===== config.mk =====
export PLATFORM = sky130hd
export DESIGN_NAME = two_class_priority_service_queue_core
export DESIGN_NICKNAME = d
export VERILOG_FILES = /design/src/tpsq_pkg.sv /design/src/tpsq_ctrl.sv /design/src/tpsq_datapath.sv /design/src/two_class_priority_service_queue_core.sv
export SDC_FILE = /design/constraint.sdc
export NUM_CORES = 2
export LEC_CHECK = 0
export BUFFER_PORTS_ARGS = -buffer_cell sky130_fd_sc_hd__buf_2
export CAP_MARGIN = 15
export CORE_MARGIN = 2
export CORE_UTILIZATION = 45
export DETAILED_ROUTE_END_ITERATION = 8
export PLACE_DENSITY_LB_ADDON = 0.08
export SETUP_SLACK_MARGIN = 0.3
export SKIP_CTS_REPAIR_TIMING = 1
export SKIP_LAST_GASP = 1
export SLEW_MARGIN = 20
export SYNTH_ARGS = -nofsm -noshare
export SYNTH_HDL_FRONTEND = slang
export SYNTH_HIERARCHICAL = 1
export SYNTH_SLANG_ARGS = --single-unit
export TNS_END_PERCENT = 5

===== constraint.sdc =====
create_clock -name clock -period 34 [get_ports clock]
set_input_delay 6.8 -clock clock [delete_from_list [all_inputs] [get_ports clock]]
set_output_delay 6.8 -clock clock [all_outputs]
set_load 0.02 [all_outputs]

===== src/tpsq_pkg.sv =====
// ----------------------------------------------------------------------------
// Two-class priority service queue package
// Shared payload types, command struct, field codes and default sizes.
// ----------------------------------------------------------------------------
package tpsq_pkg;

   localparam int unsigned QUEUE_DEPTH_DEFAULT = 16;

   // Width and reset value of the queue limit register.
   localparam int unsigned     LIMIT_W     = 5;
   localparam logic [LIMIT_W-1:0] LIMIT_RESET = 5'd16;

   // Item kinds.
   localparam logic [1:0] KIND_LAND_REQ    = 2'd0;
   localparam logic [1:0] KIND_TAKEOFF_REQ = 2'd1;
   localparam logic [1:0] KIND_TICK        = 2'd2;

   // Result status codes.
   localparam logic [2:0] STATUS_ACCEPTED = 3'd0;
   localparam logic [2:0] STATUS_REFUSED  = 3'd1;
   localparam logic [2:0] STATUS_LANDED   = 3'd2;
   localparam logic [2:0] STATUS_TOOK_OFF = 3'd3;
   localparam logic [2:0] STATUS_IDLE     = 3'd4;

   typedef struct packed {
      logic [1:0]  kind;
      logic [31:0] time_stamp;
   } req_type;

   typedef struct packed {
      logic [2:0]  status;
      logic [31:0] served_arrival;
      logic [31:0] wait_res;
      logic [31:0] land_requests;
      logic [31:0] takeoff_requests;
      logic [31:0] land_refused;
      logic [31:0] takeoff_refused;
      logic [31:0] landings;
      logic [31:0] takeoffs;
      logic [47:0] land_wait_total;
      logic [47:0] takeoff_wait_total;
      logic [31:0] idle_ticks;
   } rsp_type;

   // Commands from the controller to the datapath.
   typedef struct packed {
      logic load;   // capture the item and read both queue heads
      logic exec;   // update queues and counters, issue the result
   } cmd_type;

endpackage


===== src/tpsq_ctrl.sv =====
// ----------------------------------------------------------------------------
// Two-class priority service queue controller
// Two-state sequencer that accepts an item and then runs the execute state.
// ----------------------------------------------------------------------------
module tpsq_ctrl (
   input  logic              clock,
   input  logic              reset,
   input  logic              start,
   output logic              busy,
   output tpsq_pkg::cmd_type cmd
);
   import tpsq_pkg::*;

   typedef enum logic {
      ST_IDLE,
      ST_EXEC
   } state_type;

   state_type state_ff;
   logic      busy_ff;

   always_ff @(posedge clock) begin
      if (reset) begin
         state_ff <= ST_IDLE;
         busy_ff  <= 1'b0;
      end else begin
         case (state_ff)
            ST_IDLE: begin
               if (start) begin
                  state_ff <= ST_EXEC;
                  busy_ff  <= 1'b1;
               end
            end
            ST_EXEC: begin
               state_ff <= ST_IDLE;
               busy_ff  <= 1'b0;
            end
            default: begin
               state_ff <= ST_IDLE;
               busy_ff  <= 1'b0;
            end
         endcase
      end
   end

   assign busy     = busy_ff;
   assign cmd.load = start & ~busy_ff;
   assign cmd.exec = (state_ff == ST_EXEC);

endmodule


===== src/tpsq_datapath.sv =====
// ----------------------------------------------------------------------------
// Two-class priority service queue datapath
// Queue storage, pointers, event counters, wait totals and result register.
// ----------------------------------------------------------------------------
module tpsq_datapath #(
   parameter int unsigned QUEUE_DEPTH = tpsq_pkg::QUEUE_DEPTH_DEFAULT
) (
   input  logic                           clock,
   input  logic                           reset,
   input  tpsq_pkg::cmd_type              cmd,
   input  tpsq_pkg::req_type              req_data,
   input  logic                           csr_write_en,
   input  logic [tpsq_pkg::LIMIT_W-1:0]   csr_write_data,
   output logic                           rsp_valid,
   output tpsq_pkg::rsp_type              rsp_data
);
   import tpsq_pkg::*;

   localparam int unsigned PTR_W = (QUEUE_DEPTH > 1) ? $clog2(QUEUE_DEPTH) : 1;
   localparam int unsigned CNT_W = $clog2(QUEUE_DEPTH + 1);
   localparam int unsigned CMP_W = (CNT_W > LIMIT_W) ? CNT_W : LIMIT_W;
   localparam int unsigned SUM_W = CNT_W + 1;
   localparam logic [CMP_W-1:0] DEPTH_CMP = CMP_W'(QUEUE_DEPTH);
   localparam logic [SUM_W-1:0] DEPTH_SUM = SUM_W'(QUEUE_DEPTH);
   localparam logic [PTR_W-1:0] LAST_PTR  = PTR_W'(QUEUE_DEPTH - 1);

   // Slot just past the newest entry, wrapped into the ring.
   function automatic logic [PTR_W-1:0] tail_addr(input logic [PTR_W-1:0] head,
                                                 input logic [CNT_W-1:0] count);
      logic [SUM_W-1:0] sum;
      sum = SUM_W'(head) + SUM_W'(count);
      if (sum >= DEPTH_SUM) begin
         sum = sum - DEPTH_SUM;
      end
      return sum[PTR_W-1:0];
   endfunction

   function automatic logic [PTR_W-1:0] next_ptr(input logic [PTR_W-1:0] ptr);
      return (ptr == LAST_PTR) ? '0 : ptr + 1'b1;
   endfunction

   logic [31:0] land_mem [QUEUE_DEPTH];
   logic [31:0] take_mem [QUEUE_DEPTH];

   req_type            item_ff;
   logic [LIMIT_W-1:0] limit_ff;
   logic [31:0]        land_rd_ff, take_rd_ff;

   logic [PTR_W-1:0] land_head_ff, land_head_in, take_head_ff, take_head_in;
   logic [CNT_W-1:0] land_count_ff, land_count_in, take_count_ff, take_count_in;

   logic [31:0] land_req_ff, land_req_in, take_req_ff, take_req_in;
   logic [31:0] land_ref_ff, land_ref_in, take_ref_ff, take_ref_in;
   logic [31:0] landings_ff, landings_in, takeoffs_ff, takeoffs_in;
   logic [31:0] idle_ff, idle_in;
   logic [47:0] land_total_ff, land_total_in, take_total_ff, take_total_in;

   logic    rsp_valid_ff, rsp_valid_in;
   rsp_type rsp_data_ff, rsp_data_in;

   logic [CMP_W-1:0] limit_ext, eff_limit;
   logic             land_full, take_full, land_push, take_push;
   logic [2:0]       status;
   logic [31:0]      arrival, wait_val;

   assign limit_ext = CMP_W'(limit_ff);
   assign eff_limit = (limit_ext > DEPTH_CMP) ? DEPTH_CMP : limit_ext;
   assign land_full = CMP_W'(land_count_ff) >= eff_limit;
   assign take_full = CMP_W'(take_count_ff) >= eff_limit;

   always_comb begin
      land_head_in  = land_head_ff;
      land_count_in = land_count_ff;
      take_head_in  = take_head_ff;
      take_count_in = take_count_ff;
      land_req_in   = land_req_ff;
      take_req_in   = take_req_ff;
      land_ref_in   = land_ref_ff;
      take_ref_in   = take_ref_ff;
      landings_in   = landings_ff;
      takeoffs_in   = takeoffs_ff;
      idle_in       = idle_ff;
      land_total_in = land_total_ff;
      take_total_in = take_total_ff;
      land_push     = 1'b0;
      take_push     = 1'b0;
      status        = STATUS_ACCEPTED;
      arrival       = '0;
      wait_val      = '0;
      rsp_valid_in  = 1'b0;
      if (cmd.exec) begin
         case (item_ff.kind)
            KIND_LAND_REQ: begin
               rsp_valid_in = 1'b1;
               land_req_in  = land_req_ff + 32'd1;
               if (land_full) begin
                  land_ref_in = land_ref_ff + 32'd1;
                  status      = STATUS_REFUSED;
               end else begin
                  land_push     = 1'b1;
                  land_count_in = land_count_ff + 1'b1;
               end
            end
            KIND_TAKEOFF_REQ: begin
               rsp_valid_in = 1'b1;
               take_req_in  = take_req_ff + 32'd1;
               if (take_full) begin
                  take_ref_in = take_ref_ff + 32'd1;
                  status      = STATUS_REFUSED;
               end else begin
                  take_push     = 1'b1;
                  take_count_in = take_count_ff + 1'b1;
               end
            end
            KIND_TICK: begin
               rsp_valid_in = 1'b1;
               if (land_count_ff != '0) begin
                  arrival       = land_rd_ff;
                  wait_val      = item_ff.time_stamp - land_rd_ff;
                  land_total_in = land_total_ff + 48'(wait_val);
                  land_head_in  = next_ptr(land_head_ff);
                  land_count_in = land_count_ff - 1'b1;
                  landings_in   = landings_ff + 32'd1;
                  status        = STATUS_LANDED;
               end else if (take_count_ff != '0) begin
                  arrival       = take_rd_ff;
                  wait_val      = item_ff.time_stamp - take_rd_ff;
                  take_total_in = take_total_ff + 48'(wait_val);
                  take_head_in  = next_ptr(take_head_ff);
                  take_count_in = take_count_ff - 1'b1;
                  takeoffs_in   = takeoffs_ff + 32'd1;
                  status        = STATUS_TOOK_OFF;
               end else begin
                  idle_in = idle_ff + 32'd1;
                  status  = STATUS_IDLE;
               end
            end
            default: begin
               // The unused kind leaves everything as it is.
            end
         endcase
      end
   end

   always_comb begin
      rsp_data_in.status             = status;
      rsp_data_in.served_arrival     = arrival;
      rsp_data_in.wait_res           = wait_val;
      rsp_data_in.land_requests      = land_req_in;
      rsp_data_in.takeoff_requests   = take_req_in;
      rsp_data_in.land_refused       = land_ref_in;
      rsp_data_in.takeoff_refused    = take_ref_in;
      rsp_data_in.landings           = landings_in;
      rsp_data_in.takeoffs           = takeoffs_in;
      rsp_data_in.land_wait_total    = land_total_in;
      rsp_data_in.takeoff_wait_total = take_total_in;
      rsp_data_in.idle_ticks         = idle_in;
   end

   // Landing queue storage: one write port, one registered read port.
   always_ff @(posedge clock) begin
      if (land_push) begin
         land_mem[tail_addr(land_head_ff, land_count_ff)] <= item_ff.time_stamp;
      end
      if (cmd.load) begin
         land_rd_ff <= land_mem[land_head_ff];
      end
   end

   // Takeoff queue storage.
   always_ff @(posedge clock) begin
      if (take_push) begin
         take_mem[tail_addr(take_head_ff, take_count_ff)] <= item_ff.time_stamp;
      end
      if (cmd.load) begin
         take_rd_ff <= take_mem[take_head_ff];
      end
   end

   always_ff @(posedge clock) begin
      if (cmd.load) begin
         item_ff <= req_data;
      end
      if (rsp_valid_in) begin
         rsp_data_ff <= rsp_data_in;
      end
   end

   always_ff @(posedge clock) begin
      if (reset) begin
         limit_ff      <= LIMIT_RESET;
         land_head_ff  <= '0;
         land_count_ff <= '0;
         take_head_ff  <= '0;
         take_count_ff <= '0;
         land_req_ff   <= '0;
         take_req_ff   <= '0;
         land_ref_ff   <= '0;
         take_ref_ff   <= '0;
         landings_ff   <= '0;
         takeoffs_ff   <= '0;
         idle_ff       <= '0;
         land_total_ff <= '0;
         take_total_ff <= '0;
         rsp_valid_ff  <= 1'b0;
      end else begin
         if (csr_write_en) begin
            limit_ff <= csr_write_data;
         end
         land_head_ff  <= land_head_in;
         land_count_ff <= land_count_in;
         take_head_ff  <= take_head_in;
         take_count_ff <= take_count_in;
         land_req_ff   <= land_req_in;
         take_req_ff   <= take_req_in;
         land_ref_ff   <= land_ref_in;
         take_ref_ff   <= take_ref_in;
         landings_ff   <= landings_in;
         takeoffs_ff   <= takeoffs_in;
         idle_ff       <= idle_in;
         land_total_ff <= land_total_in;
         take_total_ff <= take_total_in;
         rsp_valid_ff  <= rsp_valid_in;
      end
   end

   assign rsp_valid = rsp_valid_ff;
   assign rsp_data  = rsp_data_ff;

endmodule


===== src/two_class_priority_service_queue_core.sv =====
// ----------------------------------------------------------------------------
// Two-class priority service queue core
// Landing and takeoff request queues served by priority on service ticks.
// ----------------------------------------------------------------------------
// Usage: a request or tick is transferred at a rising clock edge at which
// start is high and busy is low; req_data carries the kind and time stamp.
// Landing and takeoff requests are admitted into their own ring queue while
// it holds fewer entries than the smaller of the queue limit and the queue
// depth, and are refused otherwise. A tick serves the landing head first,
// then the takeoff head, and otherwise counts an idle tick.
// Each item of a valid kind yields one result, shown on rsp_data for exactly
// one cycle with rsp_valid high. It is registered at the end of the execute
// state. The receiver cannot stall the block, so a result must be taken when
// shown. Busy stays high for one cycle after each transfer while the queue
// heads, read from registered queue memories at the accepting edge, are
// consumed and all counters update. A new item can therefore be transferred
// only after the execute state ends, a constraint set by the registered read
// of the queue memories. The unused kind produces no result and changes nothing.
// The user is to write the queue limit register through csr_write_en and
// csr_write_data only while the block is idle; the block itself does not
// enforce this. Synchronous reset empties both queues, clears all counters
// and totals and sets the limit to sixteen.
// ----------------------------------------------------------------------------
module two_class_priority_service_queue_core #(
   parameter int unsigned QUEUE_DEPTH = tpsq_pkg::QUEUE_DEPTH_DEFAULT
) (
   input  logic                           clock,
   input  logic                           reset,
   input  logic                           start,
   output logic                           busy,
   input  tpsq_pkg::req_type              req_data,
   output logic                           rsp_valid,
   output tpsq_pkg::rsp_type              rsp_data,
   input  logic                           csr_write_en,
   input  logic [tpsq_pkg::LIMIT_W-1:0]   csr_write_data
);
   import tpsq_pkg::*;

   cmd_type cmd;

   // The controller sequences each transfer through the execute state.
   tpsq_ctrl u_ctrl (
      .clock (clock),
      .reset (reset),
      .start (start),
      .busy  (busy),
      .cmd   (cmd)
   );

   // The datapath holds both queues, every counter and the result register.
   tpsq_datapath #(
      .QUEUE_DEPTH (QUEUE_DEPTH)
   ) u_datapath (
      .clock          (clock),
      .reset          (reset),
      .cmd            (cmd),
      .req_data       (req_data),
      .csr_write_en   (csr_write_en),
      .csr_write_data (csr_write_data),
      .rsp_valid      (rsp_valid),
      .rsp_data       (rsp_data)
   );

   // A transfer always makes the block busy on the following cycle.
   assert property (@(posedge clock) disable iff (reset)
      (start && !busy) |=> busy)
      else $error("busy did not rise after a transfer");

   // The execute phase lasts exactly one cycle.
   assert property (@(posedge clock) disable iff (reset)
      busy |=> !busy)
      else $error("busy held for more than one cycle");

   // A result only follows an execute cycle.
   assert property (@(posedge clock) disable iff (reset)
      rsp_valid |-> $past(busy))
      else $error("result shown without a preceding execute cycle");

   // Results are single-cycle strobes.
   assert property (@(posedge clock) disable iff (reset)
      rsp_valid |=> !rsp_valid)
      else $error("result strobe held for more than one cycle");

endmodule


==> flow_metrics.py <==
metrics = {
    "grt": {
        "first_global_vias": 42000,
        "grt_pass1_wl_mm": 293,
        "grt_usage_pct": 23.3,
        "antenna_found_initial": 5,
        "grt_max_degree": 208,
        "grt_remaining_overflow": 0,
    },
    "clock_network": {
        "h-tree-depth": 4,
        "cts_made_buffers": 194,
        "clkTransAtPathRegs_ns": 0.06,
        "clk_path_buf_depth": 3,
        "insertion_delay_ns": 0.84,
        "clkSinkCount": 1855,
        "cts_root_buffer": "clkbuf_16",
        "cts_tree": "yes",
    },
    "place": {
        "place_congestion": 0.882,
        "detailedPlacementHpwl_mm": 128,
        "placed_area_um2": 81300,
        "pre_cts_ws_ns": 24.62,
        "io_buffers": 431,
    },
    "run_status": {
        "status": "finished clean",
    },
    "worst_setup_path": {
        "critical_path_required_ns": 34.73,
        "worst_setup_path_end_kind": "flip-flop",
        "crit_chain": "buf_2 > buf_4 > inv_8 > buf_4 > nand3_1 > o31ai_1",
        "cp_max_fo": 207,
        "cpPeakStageDelay_ns": 0.82,
        "critical_path_buf_inv_count": 4,
        "path_delay_family": "buffers and inverters",
        "cp_slowest_cell": "buf_4",
        "cp-start-kind": "primary input",
        "cp.arrival_ns": 9.28,
        "crit_type": "primary input to flip-flop",
        "startpoint": "reset",
        "r2r_start": "u_datapath/item_ff[1]",
        "cpMostUsedCell": "buf_4",
    },
    "drt": {
        "final_antenna_net_count": 0,
        "wl_per_cell_um": 26.4,
        "drtIter0Drc": 4009,
        "drc": 0,
        "drt_pass1_iterations": 5,
        "wl_mm": 203,
        "via_count": 43000,
        "vias_per_cell": 5.58,
    },
    "logic_synthesis": {
        "synth_area_leader_cell": "edfxtp_1",
        "seq_area_frac_synth_pct": 68.6,
        "yosys_register_bits": 1855,
        "synth_top_cell_area_share_pct": 59.5,
        "synth-edff-count": 1509,
        "synthArstFlopShare_pct": 0,
        "synth_ff_type": "edfxtp_1",
        "syn-num-nets": 5010,
        "yosys.cell_types.count": 86,
        "netlist_instances": 4799,
        "synth_area_um2": 76100,
        "syn_avg_cell_area_um2": 15.9,
        "synth.area.top_cells": "edfxtp_1 (60%), mux4_2 (9.5%), dfxtp_1 (9.1%)",
        "yosysWarnings": 6,
    },
    "sta": {
        "final_hold_viol_count": 0,
        "timing.final.crit_share_pct": 25.2,
        "finalSetupViolCount": 0,
        "maxSlewViolCount": 0,
        "skew_ns": 0.0233,
        "worst_pin_slew_ns": 1.16,
        "tns_ns": 0,
        "postLayoutSetupSlackWorst_ns": 25.45,
        "min_period_ns": 8.55,
        "slew_headroom_pct": 22.9,
        "fmax_ghz": 0.117,
        "rsz0062_at_grt": "false",
    },
    "floorplan": {
        "core_area_um2": 168000,
        "io_pins": 432,
        "start_util_pct": 45.4,
        "rows": 150,
        "dieHeight_um": 415,
        "die_w_um": 415,
        "die-area_um2": 172000,
    },
    "power": {
        "finalPower_mw": 4.83,
        "ir_drop_uv": 52.1,
        "p_per_area_nw_per_um2": 55.1,
        "p_leak_nw": 31.4,
    },
    "cells_and_area": {
        "multi_input_area_um2": 23000,
        "layout_common_cells": "edfxtp_1 (1509), buf_2 (431), dfxtp_1 (338)",
        "area_delta_synth_final_pct": 15.1,
        "fillers": 13800,
        "register_area_um2": 52300,
        "mostFrequentLayoutCell": "edfxtp_1",
        "drive_gt1_share_pct": 21.9,
        "finish.instance_area_um2": 87600,
        "final_nets": 5548,
    },
    "hold_path": {
        "holdCritPathClass": "flip-flop to flip-flop",
        "hp-start": "u_datapath/land_total_ff[16]",
    },
    "job": {
        "drv_cap": 0,
    },
}
per-layer routing:
metal  vias up  track usage (%)  wire length [um]  part of all wire, %
li1      19400                -                 -                    -
met1     22000             31.6             86300                   42
met2      1299             38.3             98700                   49
met3       308             3.45             10700                  5.3
met4         2             8.83              7530                  3.7
met5         -                0                13               0.0064
path summary, 6_finish.rpt:
kind	endpoint	slack (ns)	cells past startpoint
worst min-delay path	u_datapath/land_total_ff[16]	0.48	2
worst max register to register	u_datapath/rsp_data[63]	27.00	20
worst max-delay path	u_datapath/take_total_ff[31]	25.45	6
worst min register to register	u_datapath/land_total_ff[16]	0.48	2
worst reg2reg max path, cell delays in order, from the launching register on:
cell	delay [ns]
edfxtp_1	1.05
inv_1	0.17
fa_1	0.50
nand2b_1	0.18
a2111oi_0	0.84
o21a_1	0.20
nor2_1	0.07
a22o_1	0.25
o21ai_0	0.17
a21oi_1	0.10
xnor2_1	0.52
ha_1	0.45
a21oi_1	0.23
o21ai_0	0.18
a221oi_1	0.40
o21ai_0	0.20
nor2_1	0.27
o211ai_1	0.17
a21oi_1	0.20
xor2_1	0.10
o21ai_0	0.47
through the flow:
step           utilization, %  instances  hold WS, ns
2_1_floorplan               -       4799        0.450
6_report                 52.3       7706        0.478
5_1_grt                  52.3       7700        0.503
3_5_place_dp             48.5       7343        0.475
4_1_cts                  52.2       7698        0.484
3_3_place_gp             48.5       7343        0.466
synth_stat cells, drive strengths merged (13+ instances only):
master	instances
or3	17
o21bai	26
a22o	32
xor2	135
o21a	20
xnor2	243
a31oi	24
nand2	323
a21oi	153
nand4	60
edfxtp	1509
and3	70
ha	160
and4	19
a211oi	17
inv	123
nor3	40
dfxtp	346
o22ai	33
mux4	320
buf	41
o21ai	98
nor2b	13
a21o	63
nor2	184
nor4	15
nand2b	14
and2	314
clkbuf	140
nand3	109
report_power, final:
part	internal [mW]	total (mW)	switching, mW
clock network	1.19	2.07	0.882
registers	2.47	2.48	0.0109
logic	0.0788	0.272	0.193
total	3.74	4.83	1.09
registers in the layout, indices dropped and copies added, names as in the netlist, 34 cells and up:
name and cells:
u_datapath/land_total_ff 48, u_datapath/take_mem 512, u_datapath/rsp_data 387, u_datapath/land_mem 512, u_datapath/take_total_ff 48, u_datapath/item_ff 34
area by class of cell:
class	count	share of cell area, %
clock buffer	260	6.06
multi-input combinational	2639	26.2
sequential	1855	59.7
tap	2204	3.15
timing repair buffer	523	3.29
clock inverter	95	1.06
antenna	6	0.0171
inverter	124	0.540
cell families (layout without fill, tap and decap cells):
family / Yosys count / in the layout / synth area share [%]
buffers and inverters: 305 / 1002 / 1.53
multiplexers: 340 / 340 / 9.75
other: 0 / 6 / 0
XOR/XNOR: 378 / 378 / 4.36
adder cells (fa/ha/maj): 168 / 168 / 2.84
AND/OR/NAND/NOR: 1206 / 1206 / 8.23
flip-flops: 1855 / 1855 / 68.6
AO/OA/AOI/OAI: 547 / 547 / 4.64
Power figures use the tool's default switching activity.
